## config.mk

```make
export PLATFORM = sky130hd
export DESIGN_NAME = spark_duration_monitor_top_flat
export DESIGN_NICKNAME = d
export VERILOG_FILES = /design/src/rtl/core/smon_pkg.sv /design/src/rtl/core/smon_intf.sv /design/src/rtl/core/smon_cfg_regs.sv /design/src/rtl/core/smon_core.sv /design/src/rtl/core/smon_out_reg.sv /design/src/rtl/core/spark_duration_monitor_top.sv /design/src/flat_wrapper.sv
export SDC_FILE = /design/constraint.sdc
export NUM_CORES = 1
export LEC_CHECK = 0
export ABC_AREA = 1
export BUFFER_PORTS_ARGS = -buffer_cell sky130_fd_sc_hd__buf_4
export CAP_MARGIN = 20
export CORE_MARGIN = 2
export CORE_UTILIZATION = 35
export CTS_CLUSTER_DIAMETER = 50
export DETAILED_ROUTE_END_ITERATION = 10
export PLACE_DENSITY = 0.57
export SLEW_MARGIN = 30
export SYNTH_ARGS = -nofsm -noshare
export SYNTH_HDL_FRONTEND = slang
export SYNTH_SLANG_ARGS = --single-unit
```

## constraint.sdc

```tcl
create_clock -name i_clk -period 4.31 [get_ports i_clk]
set_input_delay 0.862 -clock i_clk [delete_from_list [all_inputs] [get_ports i_clk]]
set_output_delay 0.862 -clock i_clk [all_outputs]
set_load 0.01 [all_outputs]
```

## src/rtl/core/smon_pkg.sv

```systemverilog
// Package: shared constants, types and register codes of the spark duration monitor.
`default_nettype none

package smon_pkg;

    localparam int NUM_COILS     = 4;
    localparam int TIME_BITS     = 32;
    localparam int FIRST_IGN_PIN = 4;

    localparam logic [7:0]  IGN_PINS          = 8'hF0;
    localparam logic [31:0] SHORT_TICKS_RESET = 32'd150;
    localparam logic [31:0] TIME_MASK         =
        (TIME_BITS >= 32) ? 32'hFFFF_FFFF : 32'((64'd1 << TIME_BITS) - 64'd1);

    localparam int CFG_IDX_BITS = 4;

    typedef enum logic [CFG_IDX_BITS-1:0] {
        CFG_SENSE_PRESENT = 4'd0,
        CFG_SHORT_TICKS   = 4'd1
    } t_cfg_idx;

    typedef enum logic [1:0] {
        PH_IDLE       = 2'd0,
        PH_WAIT_START = 2'd1,
        PH_WAIT_END   = 2'd2
    } t_phase;

    typedef struct packed {
        logic        sense_present;
        logic [31:0] short_ticks;
    } t_cfg;

    typedef struct packed {
        logic        func;
        logic [2:0]  pin;
        logic        level;
        logic        sense_level;
        logic [31:0] time_now;
    } t_in_item;

    typedef struct packed {
        logic [7:0]  out_state;
        logic [1:0]  coil_phase;
        logic [1:0]  active_coil;
        logic [3:0]  spark_fault;
        logic        duration_valid;
        logic [1:0]  duration_coil;
        logic [31:0] duration_ticks;
        logic        short_spark;
        logic [15:0] sync_errors;
    } t_out_item;

endpackage

`default_nettype wire

```

## src/rtl/core/smon_intf.sv

```systemverilog
// Interfaces: item, result and configuration channels.
`default_nettype none

interface smon_in_if;
    logic        valid;
    logic        ready;
    logic        func;
    logic [2:0]  pin;
    logic        level;
    logic        sense_level;
    logic [31:0] time_now;

    modport source (output valid, output func, output pin, output level,
                    output sense_level, output time_now, input ready);
    modport sink   (input valid, input func, input pin, input level,
                    input sense_level, input time_now, output ready);
endinterface

interface smon_out_if;
    logic        valid;
    logic        ready;
    logic [7:0]  out_state;
    logic [1:0]  coil_phase;
    logic [1:0]  active_coil;
    logic [3:0]  spark_fault;
    logic        duration_valid;
    logic [1:0]  duration_coil;
    logic [31:0] duration_ticks;
    logic        short_spark;
    logic [15:0] sync_errors;

    modport source (output valid, output out_state, output coil_phase,
                    output active_coil, output spark_fault, output duration_valid,
                    output duration_coil, output duration_ticks, output short_spark,
                    output sync_errors, input ready);
    modport sink   (input valid, input out_state, input coil_phase,
                    input active_coil, input spark_fault, input duration_valid,
                    input duration_coil, input duration_ticks, input short_spark,
                    input sync_errors, output ready);
endinterface

interface smon_cfg_if;
    logic        valid;
    logic        ready;
    logic [3:0]  index;
    logic [31:0] data;

    modport source (output valid, output index, output data, input ready);
    modport sink   (input valid, input index, input data, output ready);
endinterface

`default_nettype wire

```

## src/rtl/core/smon_cfg_regs.sv

```systemverilog
// Configuration registers: sense enable and short-spark threshold.
`default_nettype none

module smon_cfg_regs
    import smon_pkg::*;
(
    input  wire logic i_clk,
    input  wire logic i_rst_n,
    input  wire logic i_wr,
    input  wire logic [CFG_IDX_BITS-1:0] i_index,
    input  wire logic [31:0] i_data,
    output t_cfg      o_cfg
);

    t_cfg r_cfg;
    t_cfg n_cfg;

    always_comb begin
        n_cfg = r_cfg;
        if (i_wr) begin
            case (t_cfg_idx'(i_index))
                CFG_SENSE_PRESENT: n_cfg.sense_present = i_data[0];
                CFG_SHORT_TICKS:   n_cfg.short_ticks   = i_data;
                default:           n_cfg = r_cfg;   // unmapped index, dropped
            endcase
        end
    end

    always_ff @(posedge i_clk) begin
        if (!i_rst_n) begin
            r_cfg.sense_present <= 1'b0;
            r_cfg.short_ticks   <= SHORT_TICKS_RESET;
        end else begin
            r_cfg <= n_cfg;
        end
    end

    assign o_cfg = r_cfg;

endmodule

`default_nettype wire

```

## src/rtl/core/smon_core.sv

```systemverilog
// Core: pin state, coil supervision state and the per-beat update.
`default_nettype none

module smon_core
    import smon_pkg::*;
(
    input  wire logic      i_clk,
    input  wire logic      i_rst_n,
    input  wire logic      i_accept,
    input  wire t_in_item  i_item,
    input  wire t_cfg      i_cfg,
    output t_out_item      o_res
);

    logic [7:0]  r_pins,  n_pins;
    t_phase      r_phase, n_phase;
    logic [1:0]  r_coil,  n_coil;
    logic [3:0]  r_fault, n_fault;
    logic [15:0] r_err_count, n_err_count;
    logic [31:0] r_start [4];

    logic [7:0]  wr_bit;
    logic [7:0]  pins_wr;
    logic        coil_ok;
    logic        start_we;
    logic        rec_valid;
    logic [1:0]  rec_coil;
    logic [31:0] rec_ticks;

    always_comb begin
        n_pins      = r_pins;
        n_phase     = r_phase;
        n_coil      = r_coil;
        n_fault     = r_fault;
        n_err_count = r_err_count;
        start_we    = 1'b0;
        rec_valid   = 1'b0;
        rec_coil    = 2'd0;
        rec_ticks   = 32'd0;

        wr_bit   = 8'(8'd1 << i_item.pin);
        pins_wr  = i_item.level ? (r_pins | wr_bit) : (r_pins & ~wr_bit);
        coil_ok  = (32'(i_item.pin) - 32'(FIRST_IGN_PIN)) < 32'(NUM_COILS);

        if (!i_item.func) begin
            // falling ignition pin arms its coil; a pending coil is faulted first
            if ((wr_bit & IGN_PINS) != 8'd0 && i_cfg.sense_present &&
                pins_wr != r_pins && !i_item.level && coil_ok) begin
                if (r_phase != PH_IDLE) begin
                    n_fault   = r_fault | 4'(4'd1 << r_coil);
                    rec_valid = 1'b1;
                    rec_coil  = r_coil;
                end
                n_coil  = i_item.pin[1:0];
                n_phase = PH_WAIT_START;
            end
            n_pins = pins_wr;
        end else if (i_cfg.sense_present && r_phase != PH_IDLE) begin
            if (!i_item.sense_level && r_phase == PH_WAIT_START) begin
                start_we = 1'b1;
                n_phase  = PH_WAIT_END;
            end else if (i_item.sense_level && r_phase == PH_WAIT_END) begin
                rec_valid = 1'b1;
                rec_coil  = r_coil;
                rec_ticks = (i_item.time_now - r_start[r_coil]) & TIME_MASK;
                n_fault   = r_fault & ~4'(4'd1 << r_coil);
                n_phase   = PH_IDLE;
            end else begin
                // out-of-order edge
                if (r_err_count != 16'hFFFF) begin
                    n_err_count = r_err_count + 16'd1;
                end
                n_fault   = r_fault | 4'(4'd1 << r_coil);
                rec_valid = 1'b1;
                rec_coil  = r_coil;
                n_phase   = PH_IDLE;
            end
        end
    end

    always_comb begin
        o_res.out_state      = n_pins;
        o_res.coil_phase     = n_phase;
        o_res.active_coil    = n_coil;
        o_res.spark_fault    = n_fault;
        o_res.duration_valid = rec_valid;
        o_res.duration_coil  = rec_coil;
        o_res.duration_ticks = rec_ticks;
        o_res.short_spark    = rec_valid && (rec_ticks < i_cfg.short_ticks);
        o_res.sync_errors    = n_err_count;
    end

    always_ff @(posedge i_clk) begin
        if (!i_rst_n) begin
            r_pins      <= 8'd0;
            r_phase     <= PH_IDLE;
            r_coil      <= 2'd0;
            r_fault     <= 4'd0;
            r_err_count <= 16'd0;
        end else if (i_accept) begin
            r_pins      <= n_pins;
            r_phase     <= n_phase;
            r_coil      <= n_coil;
            r_fault     <= n_fault;
            r_err_count <= n_err_count;
        end
    end

    // a coil's start stamp is always written by an earlier beat before its end edge reads it
    always_ff @(posedge i_clk) begin
        if (i_accept && start_we) begin
            r_start[r_coil] <= i_item.time_now;
        end
    end

    a_no_sense_edge_ignored: assert property (@(posedge i_clk) disable iff (!i_rst_n)
        i_accept && i_item.func && !i_cfg.sense_present
        |=> r_phase == $past(r_phase) && r_fault == $past(r_fault))
        else $error("sense edge changed state with sense absent");

    a_err_monotonic: assert property (@(posedge i_clk) disable iff (!i_rst_n)
        1'b1 |=> r_err_count >= $past(r_err_count))
        else $error("sync error count went down");

    a_record_ends_wait: assert property (@(posedge i_clk) disable iff (!i_rst_n)
        i_accept && o_res.duration_valid |=> r_phase != PH_WAIT_END)
        else $error("recorded duration left coil waiting for spark end");

    a_pin_write_no_error: assert property (@(posedge i_clk) disable iff (!i_rst_n)
        i_accept && !i_item.func |=> r_err_count == $past(r_err_count))
        else $error("pin write counted a sync error");

endmodule

`default_nettype wire

```

## src/rtl/core/smon_out_reg.sv

```systemverilog
// Result register: holds one finished result until the sink takes it.
`default_nettype none

module smon_out_reg
    import smon_pkg::*;
(
    input  wire logic      i_clk,
    input  wire logic      i_rst_n,
    input  wire logic      i_load,
    input  wire t_out_item i_res,
    input  wire logic      i_take,
    output logic           o_valid,
    output logic           o_free,
    output t_out_item      o_res
);

    logic      r_valid;
    logic      n_valid;
    t_out_item r_res;

    // free when empty or emptied this cycle
    assign o_free  = !r_valid || i_take;
    assign n_valid = i_load || (r_valid && !i_take);

    always_ff @(posedge i_clk) begin
        if (!i_rst_n) begin
            r_valid <= 1'b0;
        end else begin
            r_valid <= n_valid;
        end
    end

    always_ff @(posedge i_clk) begin
        if (i_load) begin
            r_res <= i_res;
        end
    end

    assign o_valid = r_valid;
    assign o_res   = r_res;

endmodule

`default_nettype wire

```

## src/rtl/core/spark_duration_monitor_top.sv

```systemverilog
// Top level of the spark duration monitor.
//
//  channel   | dir | handshake            | payload
//  ----------+-----+----------------------+------------------------------------------
//  i_item    | in  | valid/ready          | func, pin, level, sense_level, time_now
//  o_result  | out | valid/ready          | pin state, coil status, duration, errors
//  i_cfg     | in  | valid/ready (ready=1)| register index, write data
//
//  One item per clock: the core updates its state and builds the result in the
//  cycle of the accepted beat; the result register presents it the next cycle.
//  Throughput is set by the single result register, which reloads in the cycle
//  it is drained, so a new beat is taken every cycle while the sink keeps up.
//  A stalled result holds the item channel off (ready low) until taken.
//  Reset (i_rst_n low, synchronous) clears pin state, phase, faults, error count,
//  the result register and the configuration (sense off, threshold 150 ticks).
//  Configuration writes are always accepted when offered.
`default_nettype none

module spark_duration_monitor_top
    import smon_pkg::*;
(
    input  wire logic    i_clk,
    input  wire logic    i_rst_n,
    smon_in_if.sink      i_item,
    smon_out_if.source   o_result,
    smon_cfg_if.sink     i_cfg
);

    t_cfg      cfg;
    t_in_item  item;
    t_out_item core_res;
    t_out_item out_res;
    logic      accept;
    logic      out_free;
    logic      out_valid;

    // configuration port never stalls
    assign i_cfg.ready = 1'b1;

    smon_cfg_regs u_cfg (
        .i_clk   (i_clk),
        .i_rst_n (i_rst_n),
        .i_wr    (i_cfg.valid),
        .i_index (i_cfg.index),
        .i_data  (i_cfg.data),
        .o_cfg   (cfg)
    );

    always_comb begin
        item.func        = i_item.func;
        item.pin         = i_item.pin;
        item.level       = i_item.level;
        item.sense_level = i_item.sense_level;
        item.time_now    = i_item.time_now;
    end

    // item beat goes through whenever the result slot is or becomes free
    assign i_item.ready = out_free;
    assign accept       = i_item.valid && out_free;

    smon_core u_core (
        .i_clk    (i_clk),
        .i_rst_n  (i_rst_n),
        .i_accept (accept),
        .i_item   (item),
        .i_cfg    (cfg),
        .o_res    (core_res)
    );

    smon_out_reg u_out (
        .i_clk   (i_clk),
        .i_rst_n (i_rst_n),
        .i_load  (accept),
        .i_res   (core_res),
        .i_take  (o_result.ready),
        .o_valid (out_valid),
        .o_free  (out_free),
        .o_res   (out_res)
    );

    assign o_result.valid          = out_valid;
    assign o_result.out_state      = out_res.out_state;
    assign o_result.coil_phase     = out_res.coil_phase;
    assign o_result.active_coil    = out_res.active_coil;
    assign o_result.spark_fault    = out_res.spark_fault;
    assign o_result.duration_valid = out_res.duration_valid;
    assign o_result.duration_coil  = out_res.duration_coil;
    assign o_result.duration_ticks = out_res.duration_ticks;
    assign o_result.short_spark    = out_res.short_spark;
    assign o_result.sync_errors    = out_res.sync_errors;

endmodule

`default_nettype wire
```

## src/flat_wrapper.sv

```systemverilog
// flat-port wrapper written by rule: the top's interface ports become plain ports
module spark_duration_monitor_top_flat import smon_pkg::*;
  (i_clk, i_rst_n, i_item_valid, i_item_func, i_item_pin, i_item_level, i_item_sense_level, i_item_time_now, i_item_ready, o_result_valid, o_result_out_state, o_result_coil_phase, o_result_active_coil, o_result_spark_fault, o_result_duration_valid, o_result_duration_coil, o_result_duration_ticks, o_result_short_spark, o_result_sync_errors, o_result_ready, i_cfg_valid, i_cfg_index, i_cfg_data, i_cfg_ready);
  smon_in_if i_item_i ();
  smon_out_if o_result_i ();
  smon_cfg_if i_cfg_i ();
  input  wire logic i_clk;
  input  wire logic i_rst_n;
  input wire logic [$bits(i_item_i.valid)-1:0] i_item_valid;
  input wire logic [$bits(i_item_i.func)-1:0] i_item_func;
  input wire logic [$bits(i_item_i.pin)-1:0] i_item_pin;
  input wire logic [$bits(i_item_i.level)-1:0] i_item_level;
  input wire logic [$bits(i_item_i.sense_level)-1:0] i_item_sense_level;
  input wire logic [$bits(i_item_i.time_now)-1:0] i_item_time_now;
  output wire logic [$bits(i_item_i.ready)-1:0] i_item_ready;
  output wire logic [$bits(o_result_i.valid)-1:0] o_result_valid;
  output wire logic [$bits(o_result_i.out_state)-1:0] o_result_out_state;
  output wire logic [$bits(o_result_i.coil_phase)-1:0] o_result_coil_phase;
  output wire logic [$bits(o_result_i.active_coil)-1:0] o_result_active_coil;
  output wire logic [$bits(o_result_i.spark_fault)-1:0] o_result_spark_fault;
  output wire logic [$bits(o_result_i.duration_valid)-1:0] o_result_duration_valid;
  output wire logic [$bits(o_result_i.duration_coil)-1:0] o_result_duration_coil;
  output wire logic [$bits(o_result_i.duration_ticks)-1:0] o_result_duration_ticks;
  output wire logic [$bits(o_result_i.short_spark)-1:0] o_result_short_spark;
  output wire logic [$bits(o_result_i.sync_errors)-1:0] o_result_sync_errors;
  input wire logic [$bits(o_result_i.ready)-1:0] o_result_ready;
  input wire logic [$bits(i_cfg_i.valid)-1:0] i_cfg_valid;
  input wire logic [$bits(i_cfg_i.index)-1:0] i_cfg_index;
  input wire logic [$bits(i_cfg_i.data)-1:0] i_cfg_data;
  output wire logic [$bits(i_cfg_i.ready)-1:0] i_cfg_ready;
  assign i_item_i.valid = i_item_valid;
  assign i_item_i.func = i_item_func;
  assign i_item_i.pin = i_item_pin;
  assign i_item_i.level = i_item_level;
  assign i_item_i.sense_level = i_item_sense_level;
  assign i_item_i.time_now = i_item_time_now;
  assign i_item_ready = i_item_i.ready;
  assign o_result_valid = o_result_i.valid;
  assign o_result_out_state = o_result_i.out_state;
  assign o_result_coil_phase = o_result_i.coil_phase;
  assign o_result_active_coil = o_result_i.active_coil;
  assign o_result_spark_fault = o_result_i.spark_fault;
  assign o_result_duration_valid = o_result_i.duration_valid;
  assign o_result_duration_coil = o_result_i.duration_coil;
  assign o_result_duration_ticks = o_result_i.duration_ticks;
  assign o_result_short_spark = o_result_i.short_spark;
  assign o_result_sync_errors = o_result_i.sync_errors;
  assign o_result_i.ready = o_result_ready;
  assign i_cfg_i.valid = i_cfg_valid;
  assign i_cfg_i.index = i_cfg_index;
  assign i_cfg_i.data = i_cfg_data;
  assign i_cfg_ready = i_cfg_i.ready;
  spark_duration_monitor_top u_core (.i_clk(i_clk), .i_rst_n(i_rst_n), .i_item(i_item_i), .o_result(o_result_i), .i_cfg(i_cfg_i));
endmodule
```

==> flow_summary.json, run 1 <==
{
  "ys_types": 46,
  "wl_per_cell_microns": 17.4,
  "status": "finished clean",
  "yosysWarnings": 0,
  "p_int_uw": 4920,
  "ys.flop_type": "edfxtp_1",
  "dr.max_layer_used": "met5",
  "path_class": "reg -> reg",
  "switching_share": 0.257,
  "hold_buffers": 0,
  "max-cap-violations": 0,
  "async_flop_share": 0,
  "grt_max_degree": 61,
  "wl_microns": 35800,
  "place_congestion": 0.919,
  "htreeDepth": 2,
  "wl_met1_microns": 16300,
  "layout-area-overhead-vs-synth_pct": 22.3,
  "r2r_slack_ps": 280,
  "cp.required_ps": 4680,
  "worstHoldPathType": "reg -> reg",
  "setup_viol": 0,
  "chipWidth_microns": 197,
  "synth_seq_area_share": 0.553,
  "cts.sinks": 264,
  "avgSynthCellArea_sq_um": 9.31,
  "final_area_sq_um": 16000,
  "ant_nets": 0,
  "clk_path_buf_depth": 3,
  "leakage_uw": 0.00668,
  "synth_edf_count": 196,
  "fmax_ghz": 0.248,
  "antenna_found_initial": 2,
  "seqPwrFrac": 0.430,
  "final_layout_size_suffix_gt1_frac": 0.167,
  "final_cell_mix": "nand2_1 (280), edfxtp_1 (196), inv_1 (166), a21oi_1 (166), buf_4 (166)",
  "dr_wl_met2_microns": 16100,
  "worst_setup_path_start_kind": "flip-flop",
  "clkLatencyLatePin_ps": 540,
  "grt.total_usage": 0.186,
  "vias": 10500,
  "dr_wl_met3_microns": 2460,
  "final_common_cell": "nand2_1",
  "stdcell_count": 2059,
  "cts_inserted_buffers": 35,
  "p_switching_uw": 1700,
  "fp-row-count": 70,
  "synth_cells": 1406,
  "pwr-share-clk": 0.440,
  "pin_count": 150,
  "drv_slew": 0,
  "post_cts_buffers": 0,
  "seq_area_sq_um": 7250,
  "endpoint_kind": "flip-flop",
  "dieHeight_microns": 197,
  "ir_worst_vdd_mv": 0.325,
  "syn_nets": 1549,
  "relSlewSlack": 0.476,
  "root_buffer": "clkbuf_16",
  "final_nets": 1707,
  "dieArea_sq_um": 39000,
  "fin_util": 0.436,
  "post-place-cells": 1994,
  "cts_tree": "done",
  "critPathMaxFanout": 44,
  "port-buffer-count": 148,
  "power_density_nw_per_um2": 413,
  "fp.coreArea_sq_um": 36700,
  "worstPathArrival_ps": 4400,
  "initial_core_util": 0.357,
  "dr.pass1.iters": 5,
  "period_minus_slack_ps": 4030,
  "drtIter0Drc": 822,
  "multi_input_area_sq_um": 5030,
  "power_frac_comb": 0.130,
  "grt_pass1_wl_microns": 55800,
  "synth_area_sq_um": 13100,
  "fin_worst_skew_ps": 28.0,
  "worst_pin_slew_ps": 786,
  "routed_via_density": 5.11,
  "timing.final.crit_share": 0.934,
  "drcViolationCount": 0,
  "fillers": 3555,
  "clk_pin_slew_ps": 60,
  "grt_pass1_vias": 10200,
  "dpl_cell_area_sq_um": 14800,
  "hold_viol_final": 0,
  "hpwl_microns": 25200,
  "ys_ff_latch": 264,
  "grt-ovfl-total": 0
}
-- what timing repair did --
item | 4_1_cts | 5_1_grt
gates resized for setup | 0 | 9
setup endpoints to repair | 0 | 1
hold endpoints to repair | 0 | 0
-- cell usage after synthesis (5+ instances only) --
cell,instances,area (sq um)
o21a_1,5,37.5
ha_1,63,788
edfxtp_1,196,5890
dfxtp_1,68,1360
inv_1,167,627
clkbuf_1,39,146
nor2_1,98,368
a21oi_1,167,836
inv_2,7,26.3
nand4_1,26,163
nand3_1,47,235
nor2_2,7,43.8
o211ai_1,11,82.6
o21ai_0,114,571
xor2_1,8,70.1
a32o_1,29,290
buf_2,5,25.0
o21bai_1,5,37.5
nand2_1,280,1050
nor3_1,17,85.1
-- path summary, 6_finish.rpt --
| check | depth (start not counted) | to | from |
|---|---|---|---|
| worst min-delay path | 2 | u_core.u_cfg.o_cfg[28] | u_core.u_cfg.o_cfg[28] |
| worst max-delay path | 23 | u_core.u_out.o_res[16] | flip-flop |
| worst max register to register | 23 | u_core.u_out.o_res[16] | flip-flop |
| worst min register to register | 2 | u_core.u_cfg.o_cfg[28] | u_core.u_cfg.o_cfg[28] |
-- cells by family after synthesis --
kind of cell / count (synthesis) / synth area share
fa+ha+maj: 64 / 0.0617
buf+inv: 224 / 0.0652
xor+xnor: 9 / 0.00659
compound gates: 354 / 0.155
flops: 264 / 0.553
other cells: 1 / 0.000286
simple gates: 490 / 0.158
-- stage by stage --
stage	setup WS (ps)	power, uW	TNS, ps	hold slack [ps]
floorplan	711	3420	0	433
global placement	168	3740	0	448
detailed placement	128	3740	0	452
CTS	119	6680	0	461
global route	-8.79	6900	-8.79	479
finish	284	6620	0	458
-- flip-flops by register name, summed over array words and instances (netlist names), named ones only --
| name | cells |
|---|---|
| u_core.u_out.o_res | 68 |
| u_core.u_out.o_valid | 1 |
| u_core.u_core.r_fault | 4 |
| u_core.u_core.r_err_count | 16 |
| u_core.u_core.r_coil | 2 |
| u_core.u_core.r_phase | 2 |
| u_core.u_core.r_start | 128 |
| u_core.u_cfg.o_cfg | 33 |
| u_core.u_core.r_pins | 8 |
-- per-layer routing --
| layer | GRT usage | up-vias |
|---|---|---|
| met5 | 0 | - |
| met4 | 0.0579 | 2 |
| met3 | 0.0481 | 67 |
| met2 | 0.294 | 303 |
| met1 | 0.249 | 4961 |
| li1 | - | 5197 |
-- worst max-delay path, stage by stage (launching register included) --
cell and delay, ps:
dfxtp_2 340, inv_2 190, buf_12 250, nand2_1 70, a32o_1 230, ha_1 390
nand2_1 120, nor2_1 250, inv_1 70, nor2_1 240, inv_1 70, nor2_1 180
nor2_1 60, nand2_1 100, o21ai_0 100, a21oi_2 240, ha_1 300, nand2_1 80
o21ai_0 80, nor3_1 170, nor2_1 50, nor2_1 90, nand2_1 60, a21oi_1 120
-- power groups by stage --
stage / Sequential [uW] / Clock, uW / Combinational, uW
after floorplan: 2910 / 0 / 508
after global placement: 2900 / 0 / 841
after detailed placement: 2900 / 0 / 847
after CTS: 2850 / 2980 / 851
after global routing: 2850 / 3080 / 964
final: 2850 / 2910 / 858
-- area by class of cell --
class,instances,share of cell area
clock buffer,45,0.0634
antenna,1,0.000156
tap,468,0.0366
clock inverter,18,0.0105
inverter,176,0.0420
timing repair inverter,1,0.000313
sequential,264,0.453
multi-input combinational,918,0.314
timing repair buffer,168,0.0803
(Power assumes the default switching activity.)
==> run 2: changes to the inputs <==
--- a/config.mk
+++ b/config.mk
@@ -12,7 +12,7 @@
 export CORE_UTILIZATION = 35
 export CTS_CLUSTER_DIAMETER = 50
 export DETAILED_ROUTE_END_ITERATION = 10
-export PLACE_DENSITY = 0.57
+export PLACE_DENSITY = 0.63
 export SLEW_MARGIN = 30
 export SYNTH_ARGS = -nofsm -noshare
 export SYNTH_HDL_FRONTEND = slang
==> flow_summary.json, run 2 (synthesized netlist as in run 1, its figures left out) <==
{
  "status": "finished clean",
  "initial_core_util": 0.357,
  "dr.pass1.iters": 5,
  "cts_inserted_buffers": 37,
  "place_congestion": 0.916,
  "routed_via_density": 5.16,
  "timing.final.crit_share": 0.922,
  "r2r_slack_ps": 330,
  "regMostFlops": "u_core.u_core.r_start",
  "clkLatencyLatePin_ps": 540,
  "worst_setup_path_start_kind": "flip-flop",
  "cp.required_ps": 4690,
  "post-place-cells": 1996,
  "ir_worst_vdd_mv": 0.258,
  "antenna_found_initial": 4,
  "clk_pin_slew_ps": 60,
  "post_cts_buffers": 0,
  "relSlewSlack": 0.459,
  "chipWidth_microns": 197,
  "largest_reg_flops": 128,
  "leakage_uw": 0.00676,
  "final_common_cell": "nand2_1",
  "hold_slack_ps": 458,
  "grt-ovfl-total": 0,
  "fin_util": 0.442,
  "power_density_nw_per_um2": 430,
  "path_class": "reg -> reg",
  "final_nets": 1710,
  "fp-row-count": 70,
  "worstPathArrival_ps": 4360,
  "fin_worst_skew_ps": 18.3,
  "place_ws_ps": 168,
  "rr_worst_depth": 21,
  "htreeDepth": 2,
  "clk_path_buf_depth": 3,
  "p_total_uw": 6960,
  "fillers": 3523,
  "pin_count": 150,
  "hpwl_microns": 25800,
  "port-buffer-count": 148,
  "final_cell_mix": "nand2_1 (279), edfxtp_1 (196), inv_1 (166), buf_4 (166), a21oi_1 (164)",
  "endpoint": "u_core.u_out.o_res[16]",
  "dieHeight_microns": 197,
  "drv_slew": 0,
  "drcViolationCount": 0,
  "hold_viol_final": 0,
  "vias": 10700,
  "min-delay-start": "u_core.u_cfg.o_cfg[16]",
  "root_buffer": "clkbuf_16",
  "drtIter0Drc": 952,
  "wl_microns": 36100,
  "grt_pass1_vias": 10400,
  "cts.sinks": 264,
  "fp.coreArea_sq_um": 36700,
  "setup_viol": 0,
  "dieArea_sq_um": 39000,
  "grt_pass1_wl_microns": 56200,
  "wl_per_cell_microns": 17.5,
  "cts_tree": "done",
  "stdcell_count": 2066,
  "r2r-end": "u_core.u_out.o_res[16]",
  "worst_pin_slew_ps": 811,
  "grt.total_usage": 0.184,
  "endpoint_kind": "flip-flop",
  "period_minus_slack_ps": 3980,
  "layout-area-overhead-vs-synth_pct": 23.8,
  "worstHoldPathType": "reg -> reg",
  "fmax_ghz": 0.252,
  "grt_max_degree": 54,
  "final_layout_size_suffix_gt1_frac": 0.172,
  "hold_buffers": 0,
  "max-cap-violations": 0,
  "setup_ws_ps": 334,
  "ant_nets": 0,
  "critPathMaxFanout": 25
}
## run 2: cell types whose count changed in the layout (fill, tap and decap cells not counted), moves of 2 or more
cell | before | now
bufinv_16 | 2 | 5
clkinv_2 | 6 | 1
inv_8 | 1 | 5
buf_12 | 2 | 4
inv_6 | 3 | 5
a21oi_1 | 166 | 164
a21oi_2 | 1 | 3
clkbuf_4 | 2 | 0
## run 2: cell type report
| cell class | count | area, sq um | area share |
|---|---|---|---|
| well taps | 468 | 586 | 0.0361 |
| multi-input cells | 918 | 5040 | 0.311 |
| clock buffers | 42 | 986 | 0.0608 |
| inverters | 176 | 673 | 0.0415 |
| clock inverters | 26 | 343 | 0.0211 |
| flip-flops and latches | 264 | 7250 | 0.447 |
| diodes | 2 | 5.00 | 0.000309 |
| repair buffers | 170 | 1330 | 0.0818 |
## run 2: power by group
part | internal [uW] | total (uW) | leakage, uW | switching (uW)
Clock | 2000 | 3240 | 0.000642 | 1240
Sequential | 2800 | 2850 | 0.00239 | 40.8
Combinational | 320 | 876 | 0.00373 | 555
## run 2: worst max-delay path, stage by stage (launching register included)
cell	delay [ps]
dfxtp_1	360
inv_6	200
buf_12	180
a21oi_1	50
a32o_1	240
ha_1	410
nand2_1	130
nor2_1	150
inv_1	70
nor2_1	220
inv_1	70
o211ai_1	320
o21ai_0	150
a21oi_2	240
ha_1	290
a21oi_1	160
o21ai_0	90
nor3_1	170
nor2_1	50
nor2_1	90
nand2_1	60
a21oi_1	110
## run 2: worst min-delay path by stage
| stage | end | slack (ps) | cells after the start |
|---|---|---|---|
| final | u_core.u_cfg.o_cfg[16] | 460 | 2 |
| after global routing | u_core.u_cfg.o_cfg[8] | 490 | 2 |
| after CTS | u_core.u_cfg.o_cfg[23] | 460 | 2 |
| after detailed placement | u_core.u_cfg.o_cfg[16] | 450 | 2 |
| after global placement | u_core.u_cfg.o_cfg[5] | 440 | 2 |
| after floorplan | u_core.u_cfg.o_cfg[10] | 430 | 2 |
## run 2: per-layer routing
| metal | wire length [microns] | GRT usage | part of all wire | up-vias |
|---|---|---|---|---|
| met5 | 11 | 0 | 0.00030 | - |
| met4 | 1030 | 0.0604 | 0.028 | 2 |
| met3 | 2330 | 0.0388 | 0.065 | 75 |
| met2 | 16800 | 0.297 | 0.46 | 314 |
| met1 | 16000 | 0.245 | 0.44 | 5053 |
| li1 | - | - | - | 5221 |
## run 2: what timing repair did
action,in CTS,in global routing
setup endpoints to repair,0,1
gates resized for setup,0,12
hold endpoints to repair,0,0
## run 2: metrics by stage
step	instance area, sq um	TNS [ps]
after floorplan	13100	0
after global placement	14800	0
after detailed placement	14800	0
after CTS	16200	0
after global routing	16200	-3.80
final	16200	0
==> run 3: changes to the inputs <==
--- a/config.mk
+++ b/config.mk
@@ -5,7 +5,6 @@
 export SDC_FILE = /design/constraint.sdc
 export NUM_CORES = 1
 export LEC_CHECK = 0
-export ABC_AREA = 1
 export BUFFER_PORTS_ARGS = -buffer_cell sky130_fd_sc_hd__buf_4
 export CAP_MARGIN = 20
 export CORE_MARGIN = 2
==> flow_summary.json, run 3 <==
{
  "setup_viol": 1,
  "drcViolationCount": 0,
  "root_buffer": "clkbuf_16",
  "synth_edf_count": 196,
  "ys_types": 65,
  "cts_tree": "done",
  "synth_area_sq_um": 12700,
  "leakage_uw": 0.00684,
  "drtIter0Drc": 586,
  "dieHeight_microns": 194,
  "fin_worst_skew_ps": 21.4,
  "clk_pin_slew_ps": 60,
  "cp.required_ps": 4630,
  "timing.final.crit_share": 1.05,
  "r2r-end": "u_core.u_out.o_res[16]",
  "min-delay-start": "u_core.u_cfg.o_cfg[13]",
  "routed_via_density": 4.96,
  "cts.sinks": 264,
  "layout-area-overhead-vs-synth_pct": 34.8,
  "ys.flop_type": "edfxtp_1",
  "wl_per_cell_microns": 18.1,
  "relSlewSlack": 0.502,
  "hold_viol_final": 0,
  "final_common_cell": "buf_4",
  "endpoint_kind": "flip-flop",
  "cts_inserted_buffers": 35,
  "grt.total_usage": 0.175,
  "largest_reg_flops": 128,
  "clk_path_buf_depth": 3,
  "pin_count": 150,
  "grt_pass1_wl_microns": 52100,
  "status": "complete, but fails checks",
  "worst_setup_path_start_kind": "flip-flop",
  "place_congestion": 0.888,
  "max-cap-violations": 0,
  "dr.pass1.iters": 5,
  "synth_seq_area_share": 0.572,
  "clkLatencyLatePin_ps": 520,
  "rr_worst_depth": 19,
  "fp.coreArea_sq_um": 35600,
  "r2r_slack_ps": -210,
  "hold_slack_ps": 463,
  "worstPathArrival_ps": 4840,
  "synth.most_common_cell": "edfxtp_1",
  "async_flop_share": 0,
  "ir_worst_vdd_mv": 0.276,
  "grt_setup_unrepaired": "yes",
  "port-buffer-count": 148,
  "path_class": "reg -> reg",
  "hpwl_microns": 23800,
  "final_area_sq_um": 17100,
  "fmax_ghz": 0.221,
  "period_minus_slack_ps": 4520,
  "critPathMaxFanout": 7,
  "grt_pass1_vias": 9504,
  "setup_ws_ps": -209,
  "place_ws_ps": -443,
  "regMostFlops": "u_core.u_core.r_start",
  "drv_slew": 0,
  "grt_max_degree": 67,
  "final_nets": 1515,
  "yosysTopAreaCell": "edfxtp_1",
  "fp-row-count": 69,
  "power_density_nw_per_um2": 394,
  "synthTopCellsByArea": "edfxtp_1 (46%), dfxtp_1 (11%), ha_1 (6.2%), mux4_2 (5.7%), nand2_1 (3.2%)",
  "yosysWarnings": 0,
  "syn_nets": 1195,
  "htreeDepth": 2,
  "dieArea_sq_um": 37700,
  "dpl_cell_area_sq_um": 15500,
  "grt-ovfl-total": 0,
  "synth_cells": 1052,
  "diodes": 0,
  "tns_ps": -209,
  "violations": "negative setup slack",
  "initial_core_util": 0.356,
  "worstHoldPathType": "reg -> reg",
  "wl_microns": 33600,
  "final_layout_size_suffix_gt1_frac": 0.346,
  "ant_nets": 0,
  "holdPathStages": 2,
  "ys_ff_latch": 264,
  "min_to": "u_core.u_cfg.o_cfg[13]",
  "hold_buffers": 0,
  "avgSynthCellArea_sq_um": 12.0,
  "synth_top_area_frac": 0.465,
  "final_cell_mix": "buf_4 (316), edfxtp_1 (196), nand2_1 (106)",
  "worst_pin_slew_ps": 745,
  "antenna_found_initial": 2,
  "vias": 9222,
  "p_total_uw": 6720,
  "chipWidth_microns": 194,
  "synth.top_cells.by_count": "edfxtp_1 (196), nand2_1 (107), nor2_1 (78)"
}
run 3: changes by cell type after synthesis, moves of 18 or more:
cell and change:
mux4_2 +32, o21ai_0 -77, xnor2_1 +18, a21oi_1 -132, inv_1 -93, nand3_1 -29, a32o_1 -29, nor2_1 -20
a21boi_0 +34, nand2_1 -173
run 3: logic make-up (layout without fill, tap and decap cells):
kind of cell / count (synthesis) / after routing / synth area share
AOI/OAI and AO/OA: 193 / 193 / 0.102
xor gates and xnor gates: 35 / 35 / 0.0242
adders and majority gates: 64 / 64 / 0.0638
buffers and inverters: 111 / 458 / 0.0344
DFF: 264 / 264 / 0.572
muxes: 53 / 53 / 0.0752
other: 1 / 1 / 0.000296
and+or+nand+nor: 331 / 331 / 0.127
run 3: per-stage QoR:
stage                     std cells  utilization
after global routing           1860        0.480
final                          1860        0.480
after CTS                      1856        0.478
after detailed placement       1781        0.435
after global placement         1781        0.435
after floorplan                1052            -
run 3: critical path: stages, from the launching register on:
cell	delay, ps
dfxtp_4	430
mux4_2	550
ha_4	200
fa_2	340
nor2b_2	130
o31a_1	220
o21ai_1	80
buf_4	160
a211oi_4	270
buf_4	170
a31oi_4	80
xor2_1	160
nor2_2	200
ha_1	280
nor2b_1	130
o21ai_1	140
a21oi_1	80
a31oi_1	260
o31ai_2	140
a2111oi_2	310
run 3: final cells by class:
| type | count | area, sq um |
|---|---|---|
| clock buffer | 40 | 936 |
| clock inverter | 24 | 335 |
| fill | 3250 | 18500 |
| inverter | 74 | 279 |
| multi-input combinational | 677 | 5240 |
| sequential | 264 | 7250 |
| tap | 461 | 577 |
| timing repair buffer | 320 | 2450 |
run 3: routing by layer:
metal / vias to the layer above / GRT usage / share of wire
li1: 4492 / - / -
met2: 219 / 0.287 / 0.47
met1: 4452 / 0.228 / 0.44
met4: 2 / 0.0578 / 0.027
met5: - / 0 / 0.00039
met3: 57 / 0.0417 / 0.060
run 3: worst max path at each step:
stage	slack, ps	start	cells after the start	to
final	-210	flip-flop	19	u_core.u_out.o_res[16]
after global routing	-420	flip-flop	20	u_core.u_out.o_res[16]
after CTS	-110	flip-flop	19	u_core.u_out.o_res[16]
after detailed placement	-440	flip-flop	17	u_core.u_out.o_res[16]
after global placement	-340	flip-flop	19	u_core.u_out.o_res[16]
after floorplan	7	flip-flop	19	u_core.u_out.o_res[16]
run 3: power by group:
group	internal, uW	leakage (uW)	total [uW]	switching, uW
combinational	399	0.00384	801	403
clock	1960	0.000619	3120	1170
sequential	2780	0.00239	2800	24.4
run 3: what timing repair did:
item / CTS / global route
buffers inserted: 11 / 4
setup endpoints to repair: 1 / 1
pin swaps: 37 / 5
gates resized for setup: 40 / 7
